**config.mk**
```make
export PLATFORM = sky130hd
export DESIGN_NAME = touch_tap_drag_classifier
export DESIGN_NICKNAME = d
export VERILOG_FILES = /design/src/rtl/ttdc_pkg.sv /design/src/rtl/ttdc_step.sv /design/src/rtl/touch_tap_drag_classifier.sv
export SDC_FILE = /design/constraint.sdc
export NUM_CORES = 1
export LEC_CHECK = 0
export BUFFER_PORTS_ARGS = -buffer_cell sky130_fd_sc_hd__buf_2
export CAP_MARGIN = 40
export CORE_MARGIN = 10
export CORE_UTILIZATION = 45
export CTS_BUF_LIST = sky130_fd_sc_hd__clkbuf_2
export DETAILED_ROUTE_END_ITERATION = 6
export PLACE_DENSITY = 0.66
export SLEW_MARGIN = 15
export SYNTH_ARGS = -nofsm -noshare
export SYNTH_HDL_FRONTEND = slang
export SYNTH_SLANG_ARGS = --single-unit
```
**constraint.sdc**
```tcl
create_clock -name clk -period 5.75 [get_ports clk]
set_clock_uncertainty 0.05 [all_clocks]
set_input_delay 0.2875 -clock clk [delete_from_list [all_inputs] [get_ports clk]]
set_output_delay 0.2875 -clock clk [all_outputs]
set_load 0.05 [all_outputs]
```
**src/rtl/ttdc_pkg.sv**
```systemverilog
// Shared types and constants for the touch tap/drag classifier.
package ttdc_pkg;

    // Gesture event codes carried on the result item
    localparam logic [1:0] EV_NONE     = 2'd0;
    localparam logic [1:0] EV_STARTED  = 2'd1;
    localparam logic [1:0] EV_DRAGGING = 2'd2;
    localparam logic [1:0] EV_TAPPED   = 2'd3;

    // Configuration register map (word index = paddr / 4)
    localparam int unsigned ADDR_BITS = 5;
    localparam int unsigned IDX_BITS  = ADDR_BITS - 2;

    localparam logic [IDX_BITS-1:0] REG_AREA_LEFT   = 3'd0;
    localparam logic [IDX_BITS-1:0] REG_AREA_TOP    = 3'd1;
    localparam logic [IDX_BITS-1:0] REG_AREA_WIDTH  = 3'd2;
    localparam logic [IDX_BITS-1:0] REG_AREA_HEIGHT = 3'd3;
    localparam logic [IDX_BITS-1:0] REG_TAP_SLOP    = 3'd4;

    localparam int unsigned DATA_BITS = 32;

    // Register reset values before truncation to the coordinate width
    localparam int unsigned AREA_WIDTH_RESET  = 1280;
    localparam int unsigned AREA_HEIGHT_RESET = 720;
    localparam int unsigned TAP_SLOP_RESET    = 20;

    // Gesture control flags
    typedef struct packed {
        logic active;
        logic tap_candidate;
    } gesture_flags_t;

endpackage

```
**src/rtl/ttdc_step.sv**
```systemverilog
// Per-sample classification logic: next gesture state and the result item.
module ttdc_step
    import ttdc_pkg::*;
#(
    parameter int unsigned COORD_BITS = 12
)
(
    input  gesture_flags_t          flags,
    input  logic [COORD_BITS-1:0]   start_x,
    input  logic [COORD_BITS-1:0]   start_y,
    input  logic [COORD_BITS-1:0]   area_left,
    input  logic [COORD_BITS-1:0]   area_top,
    input  logic [COORD_BITS-1:0]   area_width,
    input  logic [COORD_BITS-1:0]   area_height,
    input  logic [COORD_BITS-1:0]   tap_slop,
    input  logic [3:0]              contact_count,
    input  logic [COORD_BITS-1:0]   point_x,
    input  logic [COORD_BITS-1:0]   point_y,
    output gesture_flags_t          flags_next,
    output logic [COORD_BITS-1:0]   start_x_next,
    output logic [COORD_BITS-1:0]   start_y_next,
    output logic [1:0]              gesture_event,
    output logic [COORD_BITS-1:0]   origin_x,
    output logic [COORD_BITS-1:0]   origin_y,
    output logic signed [COORD_BITS:0] offset_x,
    output logic signed [COORD_BITS:0] offset_y
);

    logic [COORD_BITS:0] right_edge;
    logic [COORD_BITS:0] bottom_edge;
    logic                in_area;
    logic                one_contact;
    logic                any_contact;
    logic [COORD_BITS:0] dx;
    logic [COORD_BITS:0] dy;
    logic [COORD_BITS:0] mag_x;
    logic [COORD_BITS:0] mag_y;
    logic                slop_exceeded;
    logic                still_tap;

    // Area bounds, one bit wider so the edges never wrap
    assign right_edge  = {1'b0, area_left} + {1'b0, area_width};
    assign bottom_edge = {1'b0, area_top} + {1'b0, area_height};
    assign in_area     = (point_x >= area_left) && (point_y >= area_top) &&
                         ({1'b0, point_x} <= right_edge) &&
                         ({1'b0, point_y} <= bottom_edge);

    assign one_contact = (contact_count == 4'd1);
    assign any_contact = (contact_count != 4'd0);

    // Signed movement from the start point and its magnitude
    assign dx    = {1'b0, point_x} - {1'b0, start_x};
    assign dy    = {1'b0, point_y} - {1'b0, start_y};
    assign mag_x = dx[COORD_BITS] ? (~dx + 1'b1) : dx;
    assign mag_y = dy[COORD_BITS] ? (~dy + 1'b1) : dy;

    assign slop_exceeded = (mag_x > {1'b0, tap_slop}) || (mag_y > {1'b0, tap_slop});
    assign still_tap     = flags.tap_candidate && !slop_exceeded;

    // Gesture decision
    always_comb
    begin
        flags_next    = flags;
        start_x_next  = start_x;
        start_y_next  = start_y;
        gesture_event = EV_NONE;
        origin_x      = '0;
        origin_y      = '0;
        offset_x      = '0;
        offset_y      = '0;

        if (!flags.active)
        begin
            if (one_contact && in_area)
            begin
                flags_next.active        = 1'b1;
                flags_next.tap_candidate = 1'b1;
                start_x_next             = point_x;
                start_y_next             = point_y;
                gesture_event            = EV_STARTED;
                origin_x                 = point_x;
                origin_y                 = point_y;
            end
        end
        else if (any_contact)
        begin
            flags_next.tap_candidate = still_tap;
            if (!still_tap)
            begin
                gesture_event = EV_DRAGGING;
                origin_x      = start_x;
                origin_y      = start_y;
                offset_x      = dx;
                offset_y      = dy;
            end
        end
        else
        begin
            // release: a gesture that never left the tap slop is a tap
            if (flags.tap_candidate)
            begin
                gesture_event = EV_TAPPED;
                origin_x      = start_x;
                origin_y      = start_y;
            end
            flags_next.active        = 1'b0;
            flags_next.tap_candidate = 1'b0;
        end
    end

endmodule

```
**src/rtl/touch_tap_drag_classifier.sv**
```systemverilog
// Top level of the touch tap/drag classifier: config registers, state and result register.
//
// Takes one touch sample per item and returns exactly one result item for each,
// classifying the contact as a gesture start, a drag (with signed offset from the
// start point), a tap on release, or no event. The decision is a handful of compares
// and subtracts between the gesture state registers and the result register, so an
// item can be accepted every cycle while in_ready is high, and in_ready stays high
// while the result register is empty or being taken in the same cycle. Results come
// out in the cycle after acceptance. The five area and slop registers sit on the APB
// port at byte addresses 0, 4, 8, 12 and 16 and should be written only while idle.
module touch_tap_drag_classifier
    import ttdc_pkg::*;
#(
    parameter int unsigned COORD_BITS = 12
)
(
    input  logic                      clk,
    input  logic                      rst_n,

    input  logic                      psel,
    input  logic                      penable,
    input  logic                      pwrite,
    input  logic [ADDR_BITS-1:0]      paddr,
    input  logic [DATA_BITS-1:0]      pwdata,
    output logic [DATA_BITS-1:0]      prdata,
    output logic                      pready,

    input  logic                      in_valid,
    output logic                      in_ready,
    input  logic [3:0]                contact_count,
    input  logic [COORD_BITS-1:0]     point_x,
    input  logic [COORD_BITS-1:0]     point_y,

    output logic                      out_valid,
    input  logic                      out_ready,
    output logic [1:0]                gesture_event,
    output logic [COORD_BITS-1:0]     origin_x,
    output logic [COORD_BITS-1:0]     origin_y,
    output logic signed [COORD_BITS:0] offset_x,
    output logic signed [COORD_BITS:0] offset_y
);

    localparam logic [COORD_BITS-1:0] WIDTH_RST  = COORD_BITS'(AREA_WIDTH_RESET);
    localparam logic [COORD_BITS-1:0] HEIGHT_RST = COORD_BITS'(AREA_HEIGHT_RESET);
    localparam logic [COORD_BITS-1:0] SLOP_RST   = COORD_BITS'(TAP_SLOP_RESET);

    logic [COORD_BITS-1:0] area_left_reg;
    logic [COORD_BITS-1:0] area_top_reg;
    logic [COORD_BITS-1:0] area_width_reg;
    logic [COORD_BITS-1:0] area_height_reg;
    logic [COORD_BITS-1:0] tap_slop_reg;

    gesture_flags_t        flags_reg;
    gesture_flags_t        flags_next;
    logic [COORD_BITS-1:0] start_x_reg;
    logic [COORD_BITS-1:0] start_x_next;
    logic [COORD_BITS-1:0] start_y_reg;
    logic [COORD_BITS-1:0] start_y_next;

    logic                      out_valid_reg;
    logic [1:0]                event_reg;
    logic [1:0]                event_next;
    logic [COORD_BITS-1:0]     origin_x_reg;
    logic [COORD_BITS-1:0]     origin_x_next;
    logic [COORD_BITS-1:0]     origin_y_reg;
    logic [COORD_BITS-1:0]     origin_y_next;
    logic signed [COORD_BITS:0] offset_x_reg;
    logic signed [COORD_BITS:0] offset_x_next;
    logic signed [COORD_BITS:0] offset_y_reg;
    logic signed [COORD_BITS:0] offset_y_next;

    logic                  cfg_write;
    logic [IDX_BITS-1:0]   cfg_idx;
    logic [COORD_BITS-1:0] cfg_data;
    logic                  in_accept;

    assign pready    = 1'b1;
    assign cfg_write = psel && penable && pwrite;
    assign cfg_idx   = paddr[ADDR_BITS-1:2];
    assign cfg_data  = pwdata[COORD_BITS-1:0];

    // Configuration registers
    always_ff @(posedge clk or negedge rst_n)
    begin
        if (!rst_n)
        begin
            area_left_reg   <= '0;
            area_top_reg    <= '0;
            area_width_reg  <= WIDTH_RST;
            area_height_reg <= HEIGHT_RST;
            tap_slop_reg    <= SLOP_RST;
        end
        else if (cfg_write)
        begin
            case (cfg_idx)
                REG_AREA_LEFT:   area_left_reg   <= cfg_data;
                REG_AREA_TOP:    area_top_reg    <= cfg_data;
                REG_AREA_WIDTH:  area_width_reg  <= cfg_data;
                REG_AREA_HEIGHT: area_height_reg <= cfg_data;
                REG_TAP_SLOP:    tap_slop_reg    <= cfg_data;
                default:         ;
            endcase
        end
    end

    // Register read-back
    always_comb
    begin
        case (cfg_idx)
            REG_AREA_LEFT:   prdata = DATA_BITS'(area_left_reg);
            REG_AREA_TOP:    prdata = DATA_BITS'(area_top_reg);
            REG_AREA_WIDTH:  prdata = DATA_BITS'(area_width_reg);
            REG_AREA_HEIGHT: prdata = DATA_BITS'(area_height_reg);
            REG_TAP_SLOP:    prdata = DATA_BITS'(tap_slop_reg);
            default:         prdata = '0;
        endcase
    end

    // Accept while the result register is free or being emptied
    assign in_ready  = !out_valid_reg || out_ready;
    assign in_accept = in_valid && in_ready;

    ttdc_step #(
        .COORD_BITS (COORD_BITS)
    ) u_step (
        .flags         (flags_reg),
        .start_x       (start_x_reg),
        .start_y       (start_y_reg),
        .area_left     (area_left_reg),
        .area_top      (area_top_reg),
        .area_width    (area_width_reg),
        .area_height   (area_height_reg),
        .tap_slop      (tap_slop_reg),
        .contact_count (contact_count),
        .point_x       (point_x),
        .point_y       (point_y),
        .flags_next    (flags_next),
        .start_x_next  (start_x_next),
        .start_y_next  (start_y_next),
        .gesture_event (event_next),
        .origin_x      (origin_x_next),
        .origin_y      (origin_y_next),
        .offset_x      (offset_x_next),
        .offset_y      (offset_y_next)
    );

    // Gesture state
    always_ff @(posedge clk or negedge rst_n)
    begin
        if (!rst_n)
        begin
            flags_reg   <= '0;
            start_x_reg <= '0;
            start_y_reg <= '0;
        end
        else if (in_accept)
        begin
            flags_reg   <= flags_next;
            start_x_reg <= start_x_next;
            start_y_reg <= start_y_next;
        end
    end

    // Result valid flag
    always_ff @(posedge clk or negedge rst_n)
    begin
        if (!rst_n)
        begin
            out_valid_reg <= 1'b0;
        end
        else if (in_accept)
        begin
            out_valid_reg <= 1'b1;
        end
        else if (out_ready)
        begin
            out_valid_reg <= 1'b0;
        end
    end

    // Result payload
    always_ff @(posedge clk)
    begin
        if (in_accept)
        begin
            event_reg    <= event_next;
            origin_x_reg <= origin_x_next;
            origin_y_reg <= origin_y_next;
            offset_x_reg <= offset_x_next;
            offset_y_reg <= offset_y_next;
        end
    end

    assign out_valid     = out_valid_reg;
    assign gesture_event = event_reg;
    assign origin_x      = origin_x_reg;
    assign origin_y      = origin_y_reg;
    assign offset_x      = offset_x_reg;
    assign offset_y      = offset_y_reg;

endmodule

```
==> impl_metrics.env, run 1 <==
export IMPL_status="finished with violations"
export IMPL_violations="DRC"
export IMPL_r2r_slack_ps=500
export IMPL_whs_endpoint="area_left_reg[10]$_DFFE_PN0P_"
export IMPL_slowest_delay_ps=510
export IMPL_routedWlPerCell_um=18.85
export IMPL_rsz0062_at_grt="no"
export IMPL_htreeDepth=4
export IMPL_ir_drop_mv=0.1587
export IMPL_seq_area_frac_synth=0.3644
export IMPL_fin_nets=1445
export IMPL_yosys_area_top_type_share=0.1922
export IMPL_synth_cell_types=73
export IMPL_antenna_found_initial=1
export IMPL_power_density_nw_per_um2=307.7
export IMPL_final_cells=1546
export IMPL_drv_cap=0
export IMPL_hold_ws_ps=242.2
export IMPL_cts_buffers_inserted=17
export IMPL_ff2ff_path_depth=19
export IMPL_fin_crit_ps=5254
export IMPL_avgSynthCellArea_um2=9.455
export IMPL_fillers=2095
export IMPL_cp_top_family="compound AO/OA/AOI/OAI gates"
export IMPL_start_kind="register"
export IMPL_path_cells="inv_1, ha_1, o21ai_0, a2111oi_0, a311oi_2, nor3b_1, nand4b_1, nand2_1, xnor2_1, ha_1, nand2_1, nor2_1, a2111oi_0, a21oi_1, nor3_1, o211ai_1, o41ai_4, buf_4, o21ai_0"
export IMPL_worstHoldStart="paddr[4]"
export IMPL_die_h_um=171.2
export IMPL_rows=55
export IMPL_worstSetupPathType="reg -> reg"
export IMPL_clock_sinks=139
export IMPL_cts_resized=0
export IMPL_worstMarginPinSlew_ps=807.7
export IMPL_grt_pass1_wl_um=46670
export IMPL_post_place_ws_ps=514.8
export IMPL_ys_top_cells_by_area="dfrtp_1 (19%), edfxtp_1 (15%), ha_1 (15%), mux2_2 (5.5%), o21ai_0 (3.6%)"
export IMPL_dieArea_um2=29310
export IMPL_synth_async_sr_flop_share=0.6259
export IMPL_slew_violations=0
export IMPL_hold_depth=5
export IMPL_initial_utilization=0.4558
export IMPL_grt_max_degree=64
export IMPL_gp_congestion=0.9307
export IMPL_cp_required_ps=6210
export IMPL_yosysTopAreaCell="dfrtp_1"
export IMPL_top_level_ports=159
export IMPL_r2r_start="start_y_reg[2]$_DFFE_PN0P_"
export IMPL_overflow=0
export IMPL_worstPathArrival_ps=5710
export IMPL_place_inst=1468
export IMPL_worstSetupEndpointType="register"
export IMPL_post_cts_buffers=0
export IMPL_netlist_area_um2=10290
export IMPL_port_buffers=115
export IMPL_grtUsageTotal=0.2016
export IMPL_syn_to_final_growth_pct=15.41
export IMPL_ys_seq_elements=139
export IMPL_relSlewSlack=0.4604
export IMPL_regArea_um2=3749
export IMPL_core_um2=22570
export IMPL_drc=2
export IMPL_totalPowerFinal_mw=3.653
export IMPL_timing_final_hold_violations=0
export IMPL_clock_root_buffer="clkbuf_2"
export IMPL_yosys_warnings=0
export IMPL_max_freq_ghz=0.1903
export IMPL_first_iter_violations=713
export IMPL_critPathBufInv=2
export IMPL_vias_per_cell=5.654
export IMPL_cts_tree="built"
export IMPL_final_setup_tns_ps=0
export IMPL_synth_ff_type="dfrtp_1"
export IMPL_ant_nets=0
export IMPL_fin_ws_ps=496.3
export IMPL_finalSetupViolCount=0
export IMPL_multi_input_comb_area_um2=6036
export IMPL_synthCells=1088
export IMPL_cts_max_path_buffers=2
export IMPL_drt_pass1_iterations=7
export IMPL_crit_fanout=25
export IMPL_path_depth=19
export IMPL_synth_edf_count=52
export IMPL_yosysMostFrequentCell="ha_1"
export IMPL_first_global_vias=8737
export IMPL_reg2reg_to="origin_x[0]$_DFFE_PP_"
export IMPL_clk_pin_slew_ps=220
export IMPL_ys_top_cells_by_count="ha_1 (122), inv_1 (83), nand2_1 (81)"
export IMPL_cp_slowest_cell="a311oi_2"
export IMPL_die_w_um=171.2
export IMPL_drive_above_1_share=0.1929
export IMPL_vias=8741
export IMPL_clock_latency_ps=760
export IMPL_fin_crit_sh=0.9137
export IMPL_routed_wl_um=29150
export IMPL_dp_hpwl_um=22390
export IMPL_leakage_nw=5.568
export IMPL_hp_class="in -> reg"
-- metal layers --
layer  GRT usage  vias to the layer above  routed length, um
li1            -                     4247                  -
met2      0.3329                      254              13940
met3     0.03805                       32               1752
met4     0.05444                        0                431
met5           0                        -                  0
met1      0.2645                     4208              13020
-- through the flow --
step / cell area (um^2) / util
after CTS: 11830 / 0.5240
after floorplan: 10360 / -
final: 11870 / 0.5260
after global placement: 11140 / 0.4937
after global routing: 11870 / 0.5260
after detailed placement: 11160 / 0.4946
-- cell type report --
class	instances	share of cell area
sequential	139	0.3157
antenna	1	0.0002108
inverter	83	0.02624
timing repair buffer	176	0.09970
clock inverter	14	0.01212
tap	285	0.03003
multi-input combinational	830	0.5084
clock buffer	18	0.007588
-- worst max path at each step --
| stage | startpoint | end | slack, ps |
|---|---|---|---|
| 6_report | start_y_reg[2]$_DFFE_PN0P_ | origin_x[0]$_DFFE_PP_ | 500 |
| 5_1_grt | start_y_reg[2]$_DFFE_PN0P_ | origin_x[0]$_DFFE_PP_ | 130 |
| 4_1_cts | start_y_reg[2]$_DFFE_PN0P_ | origin_x[0]$_DFFE_PP_ | 570 |
| 3_5_place_dp | point_y[2] | origin_x[0]$_DFFE_PP_ | 510 |
| 3_3_place_gp | point_y[4] | origin_x[0]$_DFFE_PP_ | 580 |
| 2_1_floorplan | point_y[0] | origin_y[1]$_DFFE_PP_ | 940 |
-- worst min-delay path, cell delays in order --
cell and delay, ps:
buf_2 300, nor4_2 80, buf_4 210, nand2_1 80, o21ai_0 60
-- where the power goes --
group          internal [mW]  switching, mW
combinational          0.718           1.05
sequential              1.16          0.115
clock                  0.202          0.405
-- cells by family (layout without fill, tap and decap cells) --
family / after synthesis / count (layout) / share of synthesized area
AOI/OAI and AO/OA: 291 / 291 / 0.1841
xor gates and xnor gates: 50 / 50 / 0.04257
adders and majority gates: 126 / 126 / 0.1562
buffers and inverters: 138 / 291 / 0.05984
and+or+nand+nor: 290 / 290 / 0.1355
other: 2 / 22 / 0.0007300
muxes: 52 / 52 / 0.05668
DFF: 139 / 139 / 0.3644
-- what timing repair did --
item	in CTS	in global routing
endpoints found under the hold margin	187	0
endpoints found under the setup margin	0	0
hold buffers	43	0
-- cells in the final DEF (no fill, tap or decap), drive strengths merged, types with 4 or more instances in the layout --
cell type	synthesis	routed
a211oi	17	17
a21o	26	26
a21oi	44	44
a22oi	22	22
a31oi	6	6
and2	6	6
and3	5	5
buf	31	133
clkbuf	24	18
clkinv	0	6
conb	2	21
dfrtp	79	79
dfstp	8	8
dlygate4sd3	0	43
edfxtp	52	52
fa	4	4
ha	122	122
inv	83	86
mux2	50	50
nand2	81	81
nand2b	14	14
nand3	46	46
nand4	10	10
nor2	77	77
nor2b	11	11
nor3	9	9
nor3b	4	4
nor4	9	9
o211ai	11	11
o21a	6	6
o21ai	94	94
o21bai	9	9
o22ai	14	14
o31ai	7	7
o41ai	5	5
or2	7	7
or3	4	4
xnor2	30	30
xor2	20	20
No activity file was read; power rests on OpenSTA's default activity.
==> run 2, diff against run 1 <==
CORE_MARGIN = 1.5   (was 10)
CORE_UTILIZATION = 28   (was 45)
PLACE_DENSITY = unset   (was 0.66)
==> run 2 against run 1 <==
Against the previous run: the run now ends clean; register-to-register slack gained 200 ps; combinational power is essentially flat; via count grew 0.10%.
==> impl_metrics.env, run 2 (same netlist as run 1, synthesis figures left out) <==
export IMPL_first_global_vias=8754
export IMPL_first_iter_violations=477
export IMPL_crit_fanout=12
export IMPL_core_um2=36350
export IMPL_routedWlPerCell_um=17.40
export IMPL_dieArea_um2=37900
export IMPL_worstSetupPathType="reg -> reg"
export IMPL_stdcell_area_um2=12060
export IMPL_cts_max_path_buffers=2
export IMPL_rsz0062_at_grt="no"
export IMPL_die_w_um=194.7
export IMPL_fin_nets=1442
export IMPL_max_freq_ghz=0.1977
export IMPL_drc=0
export IMPL_drt_pass1_iterations=5
export IMPL_drive_above_1_share=0.1925
export IMPL_die_h_um=194.7
export IMPL_port_buffers=115
export IMPL_ir_drop_mv=0.1273
export IMPL_start_kind="register"
export IMPL_worstMarginPinSlew_ps=782.9
export IMPL_power_density_nw_per_um2=303.9
export IMPL_ant_nets=0
export IMPL_fin_crit_ps=5058
export IMPL_vias=8750
export IMPL_leakage_nw=5.560
export IMPL_slowest_delay_ps=430
export IMPL_final_cell_mix="ha_1 (122), buf_2 (114), inv_1 (83)"
export IMPL_finalSetupViolCount=0
export IMPL_clk_pin_slew_ps=250
export IMPL_final_setup_tns_ps=0
export IMPL_clock_latency_ps=760
export IMPL_htreeDepth=4
export IMPL_dp_hpwl_um=23640
export IMPL_routed_wl_um=30040
export IMPL_timing_final_hold_violations=0
export IMPL_rows=70
export IMPL_grt_pass1_wl_um=48020
export IMPL_relSlewSlack=0.4761
export IMPL_cts_buffers_inserted=17
export IMPL_worstSetupEndpointType="register"
export IMPL_overflow=0
export IMPL_slew_violations=0
export IMPL_top_level_ports=159
export IMPL_vias_per_cell=5.070
export IMPL_drv_cap=0
export IMPL_grtUsageTotal=0.1622
export IMPL_clock_root_buffer="clkbuf_2"
export IMPL_fin_crit_sh=0.8796
export IMPL_hp_class="in -> reg"
export IMPL_path_cells="inv_1, ha_1, o21ai_0, a2111oi_0, a311oi_2, nor3b_1, nand3_1, or3_1, o31ai_1, xor2_1, ha_1, nand4_1, o32ai_1, o211ai_1, o41ai_4, buf_4, o21ai_0"
export IMPL_grt_max_degree=47
export IMPL_gp_congestion=0.8886
export IMPL_initial_utilization=0.2830
export IMPL_clock_sinks=139
export IMPL_layout_commonest_cell="ha_1"
export IMPL_cp_required_ps=6200
export IMPL_placed_area_um2=11370
export IMPL_cp_slowest_cell="o41ai_4"
export IMPL_status="complete, no violations"
export IMPL_cts_tree="built"
export IMPL_worstPathArrival_ps=5510
export IMPL_syn_to_final_growth_pct=17.22
export IMPL_antenna_found_initial=2
[run 2: changes by cell type in the layout (fill, tap and decap cells not counted), sizes merged]
cell,before,now
clkinvlp,3,0
dlygate4sd3,43,42
inv,86,91
clkbuf,18,17
clkinv,6,5
buf,133,131
[run 2: timing repair]
item,CTS,global route
endpoints found under the hold margin,159,0
hold buffers,43,0
setup buffers,0,0
resized for setup,0,0
[run 2: power breakdown]
group | internal (mW) | switching, mW
Sequential | 1.16 | 0.116
Clock | 0.209 | 0.408
Combinational | 0.713 | 1.05
[run 2: worst paths after layout]
kind	endpoint	cells past startpoint	slack, ps	start
worst min register to register	tap_slop_reg[6]$_DFFE_PN0P_	1	500	tap_slop_reg[6]$_DFFE_PN0P_
worst max-delay path	origin_x[0]$_DFFE_PP_	17	690	start_y_reg[2]$_DFFE_PN0P_
min in group asynchronous	area_width_reg[1]$_DFFE_PN0P_	3	430	rst_n
max in group asynchronous	area_width_reg[9]$_DFFE_PN0P_	4	4360	rst_n
worst min-delay path	area_top_reg[2]$_DFFE_PN0P_	6	230	paddr[2]
worst max register to register	origin_x[0]$_DFFE_PP_	17	690	start_y_reg[2]$_DFFE_PN0P_
[run 2: through the flow]
step | setup WS, ps | hold slack [ps] | cells | util | power, mW
6_report | 692.2 | 231.8 | 1726 | 0.3318 | 3.664
5_1_grt | 259.6 | 199.9 | 1726 | 0.3318 | 3.955
4_1_cts | 684.7 | 137.8 | 1725 | 0.3317 | 3.685
3_5_place_dp | 594.7 | 304.2 | 1650 | 0.3129 | 3.031
3_3_place_gp | 678.8 | 293.9 | 1650 | 0.3129 | 2.985
2_1_floorplan | 939.4 | -58.09 | 1107 | - | 2.577
[run 2: layer usage]
metal | wire length (um) | vias up | part of all wire | global-route usage
met5 | 12 | - | 0.00040 | 0
met4 | 550 | 2 | 0.018 | 0.05122
met3 | 1398 | 41 | 0.047 | 0.02742
met2 | 14010 | 224 | 0.47 | 0.2654
met1 | 14070 | 4242 | 0.47 | 0.2174
li1 | - | 4241 | - | -
[run 2: worst max-delay path, delay by kind of cell (launching register included)]
family,cells,cell delay (ps)
xor+xnor,1,130
buf+inv,2,380
fa+ha+maj,2,630
simple gates,4,970
flops,1,400
compound gates,8,2290
[run 2: layout make-up]
class	instances	area, um^2
antenna	1	2.502
clock buffer	17	85.08
clock inverter	15	158.9
fill	3717	24290
inverter	83	311.5
multi-input combinational	830	6036
sequential	139	3749
tap	468	585.6
timing repair buffer	173	1131
